==> config.mk <==
export PLATFORM = sky130hd
export DESIGN_NAME = linked_list_cursor_engine
export DESIGN_NICKNAME = d
export VERILOG_FILES = /design/src/rtl/core/llce_pkg.sv /design/src/rtl/core/llce_slot_store.sv /design/src/rtl/core/llce_free_map.sv /design/src/rtl/core/llce_list_ctrl.sv /design/src/rtl/core/linked_list_cursor_engine.sv
export SDC_FILE = /design/constraint.sdc
export NUM_CORES = 1
export LEC_CHECK = 0
export BUFFER_PORTS_ARGS = -buffer_cell sky130_fd_sc_hd__buf_2
export CELL_PAD_IN_SITES_DETAIL_PLACEMENT = 1
export CELL_PAD_IN_SITES_GLOBAL_PLACEMENT = 1
export CORE_ASPECT_RATIO = 0.8
export CORE_UTILIZATION = 54
export CTS_CLUSTER_DIAMETER = 120
export DETAILED_ROUTE_END_ITERATION = 16
export GPL_TIMING_DRIVEN = 0
export PLACE_DENSITY = 0.8
export SYNTH_ARGS = -nofsm -noshare
export SYNTH_HDL_FRONTEND = slang
export SYNTH_SLANG_ARGS = --single-unit
==> constraint.sdc <==
create_clock -name clock -period 4.85 [get_ports clock]
set_input_delay 0.97 -clock clock [delete_from_list [all_inputs] [get_ports clock]]
set_output_delay 0.97 -clock clock [all_outputs]
set_load 0.05 [all_outputs]
==> src/rtl/core/llce_pkg.sv <==
// ----------------------------------------------------------------------------
// llce_pkg
// Shared types and constants of the linked list cursor engine.
// ----------------------------------------------------------------------------
`default_nettype none

package llce_pkg;

   localparam int CAPACITY_DEFAULT = 16;
   localparam int VALUE_W          = 32;
   localparam int ENTRIES_W        = 5;

   typedef enum logic [1:0] {
      OP_INSERT = 2'd0,
      OP_FIRST  = 2'd1,
      OP_NEXT   = 2'd2,
      OP_REMOVE = 2'd3
   } op_type;

   typedef enum logic [1:0] {
      ST_OK         = 2'd0,
      ST_END        = 2'd1,
      ST_FULL       = 2'd2,
      ST_NO_CURRENT = 2'd3
   } status_type;

   typedef struct packed {
      op_type                     opcode;
      logic signed [VALUE_W-1:0]  value;
   } req_type;

   typedef struct packed {
      status_type                 status;
      logic signed [VALUE_W-1:0]  item;
      logic [ENTRIES_W-1:0]       entries;
   } rsp_type;

endpackage

`default_nettype wire

==> src/rtl/core/llce_slot_store.sv <==
// ----------------------------------------------------------------------------
// llce_slot_store
// Value and link memories of the list slots, one write and one read address
// per cycle, registered read data with write-to-read bypass.
// ----------------------------------------------------------------------------
`default_nettype none

module llce_slot_store #(
   parameter int CAPACITY = llce_pkg::CAPACITY_DEFAULT,
   localparam int AW      = (CAPACITY > 1) ? $clog2(CAPACITY) : 1,
   localparam int IDX_W   = $clog2(CAPACITY + 1)
) (
   input  wire logic                              clock,
   input  wire logic [AW-1:0]                     rd_addr,
   input  wire logic [AW-1:0]                     wr_addr,
   input  wire logic                              val_we,
   input  wire logic signed [llce_pkg::VALUE_W-1:0] val_wd,
   input  wire logic                              lnk_we,
   input  wire logic [IDX_W-1:0]                  lnk_wd,
   output logic signed [llce_pkg::VALUE_W-1:0]    rd_value_ff,
   output logic [IDX_W-1:0]                       rd_link_ff
);

   logic signed [llce_pkg::VALUE_W-1:0] val_mem [CAPACITY];
   logic [IDX_W-1:0]                    lnk_mem [CAPACITY];

   always_ff @(posedge clock) begin
      if (val_we) begin
         val_mem[wr_addr] <= val_wd;
      end
      if (lnk_we) begin
         lnk_mem[wr_addr] <= lnk_wd;
      end
   end

   // forward a write that lands on the address being read in the same cycle
   always_ff @(posedge clock) begin
      if (val_we && (wr_addr == rd_addr)) begin
         rd_value_ff <= val_wd;
      end else begin
         rd_value_ff <= val_mem[rd_addr];
      end
      if (lnk_we && (wr_addr == rd_addr)) begin
         rd_link_ff <= lnk_wd;
      end else begin
         rd_link_ff <= lnk_mem[rd_addr];
      end
   end

endmodule

`default_nettype wire

==> src/rtl/core/llce_free_map.sv <==
// ----------------------------------------------------------------------------
// llce_free_map
// One bit per slot marking it free; a priority encoder offers the lowest
// free slot for the next insert.
// ----------------------------------------------------------------------------
`default_nettype none

module llce_free_map #(
   parameter int CAPACITY = llce_pkg::CAPACITY_DEFAULT,
   localparam int AW      = (CAPACITY > 1) ? $clog2(CAPACITY) : 1,
   localparam int IDX_W   = $clog2(CAPACITY + 1)
) (
   input  wire logic              clock,
   input  wire logic              reset,
   input  wire logic              alloc_en,
   input  wire logic [AW-1:0]     alloc_idx,
   input  wire logic              release_en,
   input  wire logic [AW-1:0]     release_idx,
   output logic [IDX_W-1:0]       free_idx,
   output logic                   free_found
);

   logic [CAPACITY-1:0] free_ff;
   logic [CAPACITY-1:0] free_in;

   always_comb begin
      free_in = free_ff;
      if (alloc_en) begin
         free_in[alloc_idx] = 1'b0;
      end
      if (release_en) begin
         free_in[release_idx] = 1'b1;
      end
   end

   always_ff @(posedge clock) begin
      if (reset) begin
         free_ff <= '1;
      end else begin
         free_ff <= free_in;
      end
   end

   // lowest set bit wins
   always_comb begin
      free_idx   = IDX_W'(CAPACITY);
      free_found = 1'b0;
      for (int i = CAPACITY - 1; i >= 0; i--) begin
         if (free_ff[i]) begin
            free_idx   = IDX_W'(i);
            free_found = 1'b1;
         end
      end
   end

endmodule

`default_nettype wire

==> src/rtl/core/llce_list_ctrl.sv <==
// ----------------------------------------------------------------------------
// llce_list_ctrl
// Pointer state of the list (front, cursor, previous, link after cursor,
// count) and the result register. Decodes one request per cycle.
// ----------------------------------------------------------------------------
`default_nettype none

module llce_list_ctrl #(
   parameter int CAPACITY = llce_pkg::CAPACITY_DEFAULT,
   localparam int AW      = (CAPACITY > 1) ? $clog2(CAPACITY) : 1,
   localparam int IDX_W   = $clog2(CAPACITY + 1)
) (
   input  wire logic                                clock,
   input  wire logic                                reset,
   input  wire llce_pkg::op_type                    acc_op,
   input  wire logic                                s1_valid,
   input  wire llce_pkg::op_type                    s1_op,
   input  wire logic signed [llce_pkg::VALUE_W-1:0] s1_value,
   input  wire logic signed [llce_pkg::VALUE_W-1:0] rd_value,
   input  wire logic [IDX_W-1:0]                    rd_link,
   input  wire logic [IDX_W-1:0]                    free_idx,
   input  wire logic                                free_found,
   output logic [AW-1:0]                            rd_addr,
   output logic [AW-1:0]                            wr_addr,
   output logic                                     val_we,
   output logic signed [llce_pkg::VALUE_W-1:0]      val_wd,
   output logic                                     lnk_we,
   output logic [IDX_W-1:0]                         lnk_wd,
   output logic                                     alloc_en,
   output logic                                     release_en,
   output logic [AW-1:0]                            release_idx,
   output logic                                     rsp_valid_ff,
   output llce_pkg::rsp_type                        rsp_data_ff
);

   localparam logic [IDX_W-1:0] NIL  = IDX_W'(CAPACITY);
   localparam logic [IDX_W-1:0] FULL = IDX_W'(CAPACITY);

   logic [IDX_W-1:0]  front_ff, front_in;
   logic [IDX_W-1:0]  cursor_ff, cursor_in;
   logic [IDX_W-1:0]  prev_ff, prev_in;
   logic [IDX_W-1:0]  cur_link_ff, cur_link_in;   // entry that follows the cursor
   logic [IDX_W-1:0]  count_ff, count_in;
   logic              allowed_ff, allowed_in;
   logic [IDX_W-1:0]  wr_idx;
   logic [IDX_W-1:0]  rd_idx;
   logic [IDX_W+llce_pkg::ENTRIES_W-1:0] count_wide;
   llce_pkg::rsp_type rsp_in;

   always_comb begin
      front_in    = front_ff;
      cursor_in   = cursor_ff;
      prev_in     = prev_ff;
      cur_link_in = cur_link_ff;
      count_in    = count_ff;
      allowed_in  = allowed_ff;
      wr_idx      = free_idx;
      val_we      = 1'b0;
      val_wd      = s1_value;
      lnk_we      = 1'b0;
      lnk_wd      = front_ff;
      alloc_en    = 1'b0;
      release_en  = 1'b0;
      rsp_in.status = llce_pkg::ST_OK;
      rsp_in.item   = '0;
      if (s1_valid) begin
         case (s1_op)
            llce_pkg::OP_INSERT: begin
               if ((count_ff >= FULL) || !free_found) begin
                  rsp_in.status = llce_pkg::ST_FULL;
               end else begin
                  val_we     = 1'b1;
                  lnk_we     = 1'b1;
                  alloc_en   = 1'b1;
                  front_in   = free_idx;
                  count_in   = count_ff + IDX_W'(1);
                  allowed_in = 1'b0;
                  if (cursor_ff == NIL) begin
                     cur_link_in = free_idx;
                  end
               end
            end
            llce_pkg::OP_FIRST: begin
               if (front_ff == NIL) begin
                  rsp_in.status = llce_pkg::ST_END;
               end else begin
                  prev_in     = NIL;
                  cursor_in   = front_ff;
                  cur_link_in = rd_link;
                  rsp_in.item = rd_value;
                  allowed_in  = 1'b1;
               end
            end
            llce_pkg::OP_NEXT: begin
               if (cur_link_ff == NIL) begin
                  rsp_in.status = llce_pkg::ST_END;
               end else begin
                  prev_in     = cursor_ff;
                  cursor_in   = cur_link_ff;
                  cur_link_in = rd_link;
                  rsp_in.item = rd_value;
                  allowed_in  = 1'b1;
               end
            end
            llce_pkg::OP_REMOVE: begin
               if (!allowed_ff || (cursor_ff == NIL)) begin
                  rsp_in.status = llce_pkg::ST_NO_CURRENT;
               end else begin
                  rsp_in.item = rd_value;
                  // unlink: splice the previous entry (or the front) past the cursor
                  if (prev_ff == NIL) begin
                     front_in = cur_link_ff;
                  end else begin
                     lnk_we = 1'b1;
                     wr_idx = prev_ff;
                     lnk_wd = cur_link_ff;
                  end
                  release_en  = 1'b1;
                  cursor_in   = prev_ff;
                  cur_link_in = cur_link_ff;
                  if (count_ff != '0) begin
                     count_in = count_ff - IDX_W'(1);
                  end
                  allowed_in = 1'b0;
               end
            end
            default: begin
               rsp_in.status = llce_pkg::ST_OK;
            end
         endcase
      end
      count_wide     = {{llce_pkg::ENTRIES_W{1'b0}}, count_in};
      rsp_in.entries = count_wide[llce_pkg::ENTRIES_W-1:0];
   end

   assign wr_addr     = wr_idx[AW-1:0];
   assign release_idx = cursor_ff[AW-1:0];

   // read address for the request being taken now, from the state it will see
   always_comb begin
      case (acc_op)
         llce_pkg::OP_FIRST: rd_idx = front_in;
         llce_pkg::OP_NEXT:  rd_idx = cur_link_in;
         default:            rd_idx = cursor_in;
      endcase
   end

   assign rd_addr = rd_idx[AW-1:0];

   always_ff @(posedge clock) begin
      if (reset) begin
         front_ff     <= NIL;
         cursor_ff    <= NIL;
         prev_ff      <= NIL;
         cur_link_ff  <= NIL;
         count_ff     <= '0;
         allowed_ff   <= 1'b0;
         rsp_valid_ff <= 1'b0;
      end else begin
         front_ff     <= front_in;
         cursor_ff    <= cursor_in;
         prev_ff      <= prev_in;
         cur_link_ff  <= cur_link_in;
         count_ff     <= count_in;
         allowed_ff   <= allowed_in;
         rsp_valid_ff <= s1_valid;
      end
   end

   always_ff @(posedge clock) begin
      rsp_data_ff <= rsp_in;
   end

`ifndef SYNTHESIS
   a_count_bound: assert property (@(posedge clock) disable iff (reset)
      count_ff <= FULL)
      else $error("entry count above capacity");

   a_allowed_has_cursor: assert property (@(posedge clock) disable iff (reset)
      allowed_ff |-> (cursor_ff != NIL))
      else $error("removal armed with cursor on the head");

   a_head_link: assert property (@(posedge clock) disable iff (reset)
      (cursor_ff == NIL) |-> (cur_link_ff == front_ff))
      else $error("link after head differs from front");

   a_remove_disarms: assert property (@(posedge clock) disable iff (reset)
      (s1_valid && (s1_op == llce_pkg::OP_REMOVE)) |=> !allowed_ff)
      else $error("removal still armed after a remove");
`endif

endmodule

`default_nettype wire

==> src/rtl/core/linked_list_cursor_engine.sv <==
// ----------------------------------------------------------------------------
// linked_list_cursor_engine
// Bounded singly linked list with a dummy head and a cursor.
// ----------------------------------------------------------------------------
// Usage:
//   Drive req_data and raise start; the request beat is taken at any edge
//   with start high, since busy stays low. Opcodes: insert at front, go to
//   first, go to next, remove current.
//   Each request gives one result beat on rsp_data, marked by rsp_valid for
//   exactly one cycle, with the request register and the result register between.
//   Throughput is one request per cycle: the slot memory read is issued as the
//   request is taken, its data is registered beside the request register, and
//   the result is formed from it while the following request's read is issued.
//   Reset (synchronous) empties the list: all slots free, cursor on the head,
//   count zero. Slot memories hold no reset value and need no clearing.
//   The receiver cannot stall: results are presented once and not held.
// ----------------------------------------------------------------------------
`default_nettype none

module linked_list_cursor_engine #(
   parameter int CAPACITY = llce_pkg::CAPACITY_DEFAULT
) (
   input  wire logic              clock,
   input  wire logic              reset,
   input  wire logic              start,
   output logic                   busy,
   input  wire llce_pkg::req_type req_data,
   output logic                   rsp_valid,
   output llce_pkg::rsp_type      rsp_data
);

   localparam int AW    = (CAPACITY > 1) ? $clog2(CAPACITY) : 1;
   localparam int IDX_W = $clog2(CAPACITY + 1);

   logic                                s1_valid_ff;
   llce_pkg::op_type                    s1_op_ff;
   logic signed [llce_pkg::VALUE_W-1:0] s1_value_ff;
   logic                                accept;

   logic [AW-1:0]                       rd_addr;
   logic [AW-1:0]                       wr_addr;
   logic                                val_we;
   logic signed [llce_pkg::VALUE_W-1:0] val_wd;
   logic                                lnk_we;
   logic [IDX_W-1:0]                    lnk_wd;
   logic signed [llce_pkg::VALUE_W-1:0] rd_value_ff;
   logic [IDX_W-1:0]                    rd_link_ff;
   logic                                alloc_en;
   logic                                release_en;
   logic [AW-1:0]                       release_idx;
   logic [IDX_W-1:0]                    free_idx;
   logic                                free_found;

   assign busy   = 1'b0;
   assign accept = start && !busy;

   always_ff @(posedge clock) begin
      if (reset) begin
         s1_valid_ff <= 1'b0;
      end else begin
         s1_valid_ff <= accept;
      end
   end

   always_ff @(posedge clock) begin
      s1_op_ff    <= req_data.opcode;
      s1_value_ff <= req_data.value;
   end

   llce_list_ctrl #(
      .CAPACITY (CAPACITY)
   ) u_ctrl (
      .clock        (clock),
      .reset        (reset),
      .acc_op       (req_data.opcode),
      .s1_valid     (s1_valid_ff),
      .s1_op        (s1_op_ff),
      .s1_value     (s1_value_ff),
      .rd_value     (rd_value_ff),
      .rd_link      (rd_link_ff),
      .free_idx     (free_idx),
      .free_found   (free_found),
      .rd_addr      (rd_addr),
      .wr_addr      (wr_addr),
      .val_we       (val_we),
      .val_wd       (val_wd),
      .lnk_we       (lnk_we),
      .lnk_wd       (lnk_wd),
      .alloc_en     (alloc_en),
      .release_en   (release_en),
      .release_idx  (release_idx),
      .rsp_valid_ff (rsp_valid),
      .rsp_data_ff  (rsp_data)
   );

   llce_slot_store #(
      .CAPACITY (CAPACITY)
   ) u_store (
      .clock       (clock),
      .rd_addr     (rd_addr),
      .wr_addr     (wr_addr),
      .val_we      (val_we),
      .val_wd      (val_wd),
      .lnk_we      (lnk_we),
      .lnk_wd      (lnk_wd),
      .rd_value_ff (rd_value_ff),
      .rd_link_ff  (rd_link_ff)
   );

   llce_free_map #(
      .CAPACITY (CAPACITY)
   ) u_free (
      .clock       (clock),
      .reset       (reset),
      .alloc_en    (alloc_en),
      .alloc_idx   (wr_addr),
      .release_en  (release_en),
      .release_idx (release_idx),
      .free_idx    (free_idx),
      .free_found  (free_found)
   );

endmodule

`default_nettype wire
## Word-level counts from Yosys, hierarchy flattened

Memories as Yosys holds them, arrays and structs flattened. A register that Yosys moved wholly into a read port is not among the register bits.
Index checks and enable logic that the tools add are counted.

| operators by class | value |
|---|---|
| bitwise operators | 3 |
| $add $sub $neg | 2 |
| reductions and logical operators | 11 |
| mux-type cells | 99 |
| eq/ne operators | 13 |
| order comparisons | 5 |

Operators by type and width:

| cell | number |
|---|---|
| two-way mux 5 bit | 39 |
| two-way mux 32 bit | 3 |
| case mux 32 bit (3 select lines) | 1 |
| two-way mux 1 bit | 37 |
| two-way mux 16 bit | 2 |
| case mux 5 bit (2 select lines) | 3 |
| equality test 5 bit (second input constant) | 4 |
| case mux 5 bit (4 select lines) | 1 |
| bitwise AND 16 bit | 1 |
| two-way mux 4 bit | 4 |
| NOT 16 bit | 1 |
| bitwise OR 16 bit | 1 |
| case mux 5 bit (3 select lines) | 1 |
| less-than comparator 4 x 5 -> 1 bit (second input constant) | 2 |
| demux 1 bit (select 4 bit) | 2 |
| greater-or-equal comparator 4 x 1 -> 1 bit (second input constant) | 2 |
| != test 2 bit (second input constant) | 4 |
| case mux 2 bit (4 select lines) | 1 |
| case mux 4 bit (2 select lines) | 1 |
| equality test 2 bit (second input constant) | 3 |
| adder 5 x 1 -> 5 bit (second input constant) | 1 |
| greater-or-equal comparator 5 bit (second input constant) | 1 |
| AND reduction 5 bit | 1 |
| nonzero test 5 bit | 1 |
| other kinds (11) | 16 |

| word-level totals | value |
|---|---|
| output and inout bits | 41 |
| memories | 2 |
| memory bits (writable) | 592 |
| flip-flop bits (word level) | 117 |
| word-level logic and storage cells | 149 |

Memory list:

| memory | words | bits a word | read ports | clocked after memory_dff | write ports | RTL line | text |
|---|---|---|---|---|---|---|---|
| u_store.val_mem | 16 | 32 | 1 | 1 | 1 | llce_slot_store.sv:24 | `logic signed [llce_pkg::VALUE_W-1:0] val_mem [CAPACITY];` |
| u_store.lnk_mem | 16 | 5 | 1 | 1 | 1 | llce_slot_store.sv:25 | `logic [IDX_W-1:0] lnk_mem [CAPACITY];` |

## Depth between registers and ports, before layout

| logic depth | value |
|---|---|
| depth after elaboration | 29 |
| mapped depth | 10 |
| gate-level depth less buffers | 9 |

## By module

From an unflattened synthesis, not the netlist that was laid out.

| second synthesis, totals | value |
|---|---|
| cell total of the unflattened synthesis | 1485 |
| area, all modules | 27314.9 um2 |

Modules (own cells, without submodules):

| module | area an instance (um2) | cells each | times used |
|---|---|---|---|
| llce_slot_store | 22382.7 | 954 | 1 |
| llce_list_ctrl | 3362.0 | 380 | 1 |
| llce_free_map | 844.6 | 113 | 1 |
| linked_list_cursor_engine | 725.7 | 38 | 1 |

## Worst setup path before layout

OpenSTA, ideal clock, no wires.

| timing path | value |
|---|---|
| path kind | register -> register |
| start point | register u_ctrl.cursor_ff[1] |
| end point | memory u_store.val_mem[1][0] in the netlist's numbering (enable) |
| data arrival time | 3265 ps |
| cell stages (with the launch flop) | 7 |
| buffers on the path | 1 |
| setup slack | 1164 ps |
| cell sequence | dfxtp_1 > or4_4 > o211a_4 > a32o_2 > or3_1 > buf_6 > nor2_1 |

| on the way | value |
|---|---|
| longest elaborated chain between the ends | 5 |

Ends and longest elaborated chain:

| item | RTL line | text |
|---|---|---|
| start: declaration | llce_list_ctrl.sv:40 | `logic [IDX_W-1:0] cursor_ff, cursor_in;` |
| start signal: assignment | llce_list_ctrl.sv:161 | `cursor_ff <= cursor_in;` |
| equality test 5 bit | llce_list_ctrl.sv:106 | `if (!allowed_ff \|\| (cursor_ff == NIL)) begin` |
| logical OR 1 bit | llce_list_ctrl.sv:106 |  |
| two-way mux 4 bit | llce_list_ctrl.sv:106 |  |
| two-way mux 4 bit | llce_list_ctrl.sv:67 | `case (s1_op)` |
| two-way mux 4 bit | llce_list_ctrl.sv:66 | `if (s1_valid) begin` |
| end: declaration | llce_slot_store.sv:24 |  |

Every way passes these cells.

## Final worst setup path

| timing path | value |
|---|---|
| start point | register u_free.free_ff[3] |
| end point | memory u_store.val_mem[14][29] in the netlist's numbering (enable) |

| on the way | value |
|---|---|
| longest elaborated chain between the ends | 11 |
| elaborated cells between the ends (all ways) | 19 |
| those cells by class | mux: 17; reduce/logical: 2 |

Ends and longest elaborated chain:

| item | RTL line | text |
|---|---|---|
| start: declaration | llce_free_map.sv:23 | `logic [CAPACITY-1:0] free_ff;` |
| start signal: assignment | llce_free_map.sv:40 | `free_ff <= free_in;` |
| two-way mux 1 bit (4 in series) | llce_free_map.sv:49 | `if (free_ff[i]) begin` |
| logical NOT 1 bit | llce_list_ctrl.sv:69 | `if ((count_ff >= FULL) \|\| !free_found) begin` |
| logical OR 1 bit | llce_list_ctrl.sv:69 |  |
| two-way mux 1 bit | llce_list_ctrl.sv:69 |  |
| two-way mux 1 bit | llce_list_ctrl.sv:67 |  |
| two-way mux 1 bit | llce_list_ctrl.sv:66 |  |
| two-way mux 1 bit | llce_slot_store.sv:28 | `if (val_we) begin` |
| two-way mux 1 bit (not written as such) | llce_slot_store.sv:29 | `val_mem[wr_addr] <= val_wd;` |

Several ways; a longest one is shown, not always the timed one.

==> flow_summary_export.csv <==
group,metric,value,unit
status,outcome,"complete, no violations",
power,p_sw,0.00287,W
drt,firstDrtPassIters,8,
layout,drive_gt1_share,27.8,%
cts,cts_root_buf,"clkbuf_16",
floorplanning,chipWidth,252,um
synth,netlist_instances,1371,
synth,ys_warn_count,0,
drt,wire_per_inst,32.5,um
power,p_per_area,419,nW/um2
cts,clk_latency,0.62,ns
setup_path,r2r_end,"u_store.val_mem[14][29]",
power,total_power,0.0130,W
global_route,grt_max_degree,34,
placement,dp_hpwl,43000,um
worst_hold_path,hold_end,"s1_value_ff[16]",
drt,drt_iter0_drc,1957,
drt,drc,0,
setup_path,cp.arrival,4.31,ns
worst_hold_path,hold_depth,1,
layout,post-route-util,63.3,%
global_route,grt_pass1_vias,15500,
layout,area_delta_synth_final,14.6,%
sta,slew_headroom,21.6,%
worst_hold_path,hp-start,"req_data[16]",
power,p_int,0.0101,W
synth,synth_nets,1416,
placement,portBuffers,75,
layout,final_cell_mix,"592 x edfxtp_1, 182 x mux4_2, 121 x dfxtp_1",
cts,ctsResizeCount,0,
synth,synth_top_flop_cell,"edfxtp_1",
power,peakVddDrop,307,uV
synth,synth_top_area_share,65.8,%
floorplanning,core,48900,um2
sta,timing.fmax,0.250,GHz
global_route,track_usage,29.6,%
layout,final_net_count,1579,
cts,cts_buffer_depth,3,
worst_hold_path,hold_class,"input pin to flip-flop",
global_route,grt_pass1_wl,106000,um
synth,synth_seq_cells,713,
sta,rsz0062_at_grt,"no",
layout,n_antenna_cell,0,
cts,h-tree-depth,3,
power,combPwrFrac,6.2,%
power,p_leak,9.88,nW
synth,synthArstFlopShare,0,%
setup_path,worstPathRequired,5.16,ns
drt,num_vias,14800,
floorplanning,die_area,51000,um2
cts,cts.sinks,713,
global_route,grt_remaining_overflow,0,
setup_path,start_kind,"flip-flop",
cts,clk_pin_slew,0.06,ns
cts,cts_tree,"yes",
sta,hold_viol_final,0,
synth,synth_area,27000,um2
floorplanning,pin_count,78,
sta,tightest_slew,1.18,ns
placement,gp_congestion,0.888,
drt,via_per_inst,6.57,
sta,setup_viol,0,
sta,final.min_clock_period,4.00,ns
sta,drv_slew,0,
global_route,antenna_found_initial,3,
flow_run,max-cap-violations,0,
setup_path,r2r_slack,0.85,ns
drt,ant_nets,0,
setup_path,path_class,"flip-flop to flip-flop",
sta,fin_skew,0.0255,ns
cts,hold_buffers,0,
layout,final_common_cell,"edfxtp_1",
placement,dp_slack,1.05,ns
synth,synth_top_area_cell,"edfxtp_1",
power,seqPwrFrac,51.9,%
sta,fin_ws,0.849,ns
floorplanning,start_util,55.3,%
synth,yosysUniqueCellTypes,69,
setup_path,critPathMaxFanout,20,
sta,period_share,82.5,%
synth,syn_avg_cell_area,19.7,um2
synth,netlist_top_cells_area,"edfxtp_1 66%, mux4_2 15%, dfxtp_1 9.0%, nor2b_1 0.95%, nor2_1 0.93%",
placement,dp.cells,2128,
floorplanning,row_count,72,
cts,cts.repair_timing.setup_buffer_count,0,
cts,cts_made_buffers,69,
power,swShare,22.2,%
drt,wl,73200,um
synth,seq_area_frac_synth,74.7,%
synth,synth_edf_count,592,
layout,final_cells,2252,
setup_path,r2r_cells,6,
floorplanning,die_h,202,um
setup_path,reg2reg_from,"u_free.free_ff[3]",
power,pwr-share-clk,41.9,%
placement,placed_area,28700,um2
layout,design_area,31000,um2
setup_path,end_kind,"flip-flop",
[worst max-delay path by stage]
| stage | start | to | slack, ns |
|---|---|---|---|
| after global routing | u_free.free_ff[3] | u_store.val_mem[14][29] | 0.76 |
| after CTS | u_free.free_ff[3] | u_store.val_mem[14][29] | 0.99 |
| after detailed placement | u_ctrl.cursor_ff[1] | u_store.val_mem[10][9] | 1.05 |
| after floorplan | u_ctrl.cursor_ff[1] | u_store.val_mem[1][0] | 1.16 |
| final | u_free.free_ff[3] | u_store.val_mem[14][29] | 0.85 |
| after global placement | u_ctrl.cursor_ff[1] | u_store.val_mem[13][7] | -0.88 |
[cells in the mapped netlist, types with 5 or more instances]
library cell  number
a222oi_1           5
nand2b_1           6
a31oi_1            5
ha_1               8
buf_2             20
a22oi_1            7
nand3_1           26
dfxtp_1          121
and2_1            13
mux2i_1           10
mux4_2           182
nor2_1            67
nor2b_1           41
o21ai_1            7
nor4_1             8
nand2_1           39
nor3_1             9
edfxtp_1         592
clkbuf_1          40
a21oi_1           32
mux2_2             7
inv_1             18
o21ai_0           27
[state kept, by name, indices dropped and copies added (netlist names), named ones only]
register	count
u_store.val_mem	512
u_ctrl.allowed_ff	1
u_ctrl.cur_link_ff	5
u_ctrl.front_ff	5
u_ctrl.count_ff	5
s1_valid_ff	1
s1_op_ff	2
u_ctrl.rsp_valid_ff	1
u_ctrl.prev_ff	5
u_free.free_ff	16
u_ctrl.cursor_ff	5
u_ctrl.rsp_data_ff	39
u_store.lnk_mem	80
s1_value_ff	32
[stage by stage]
step,setup TNS (ns),hold WS [ns]
global route,0,0.427
floorplan,0,0.454
CTS,0,0.425
finish,0,0.450
detailed placement,0,0.497
global placement,-344.52,0.485
[worst max-delay path, cell delays in order, from the launching register on]
cell and delay, ns:
dfxtp_1 0.38, nor4_1 0.62, a21boi_1 0.58, a32o_2 0.27, nand3_1 0.54, nor2_4 1.03
buf_16 0.26
[per-layer routing]
layer | part of all wire, % | vias up | track usage (%)
met1 | 40 | 7769 | 41.8
met2 | 48 | 951 | 46.9
li1 | - | 5920 | -
met3 | 9.6 | 144 | 6.81
met4 | 2.4 | 4 | 8.18
met5 | 0.11 | - | 1.33
[layout make-up]
| cell class | count | area, um2 |
|---|---|---|
| clock inverter | 31 | 320 |
| timing repair buffer | 92 | 759 |
| inverter | 18 | 67.6 |
| fill | 4111 | 17900 |
| multi-input combinational | 570 | 6560 |
| buffer | 70 | 318 |
| tap | 666 | 833 |
| clock buffer | 92 | 1920 |
| sequential | 713 | 20200 |
[logic make-up (layout without fill, tap and decap cells)]
logic type	count (synthesis)	count (layout)	share of synthesized area [%]
AND/OR/NAND/NOR	226	226	4.21
flip-flops	713	713	74.7
multiplexers	199	199	15.8
other	1	1	0.0139
buffers and inverters	88	303	1.43
AO/OA/AOI/OAI	136	136	3.45
adder cells (fa/ha/maj)	8	8	0.370
[power by group through the flow]
stage / registers, W / clock network, W / logic (W)
global placement: 0.00684 / 0 / 0.000771
finish: 0.00673 / 0.00543 / 0.000806
global route: 0.00673 / 0.00566 / 0.000847
detailed placement: 0.00685 / 0 / 0.000795
floorplan: 0.00684 / 0 / 0.000547
CTS: 0.00672 / 0.00547 / 0.000807
Note: power is estimated with default switching activity, not from simulation.
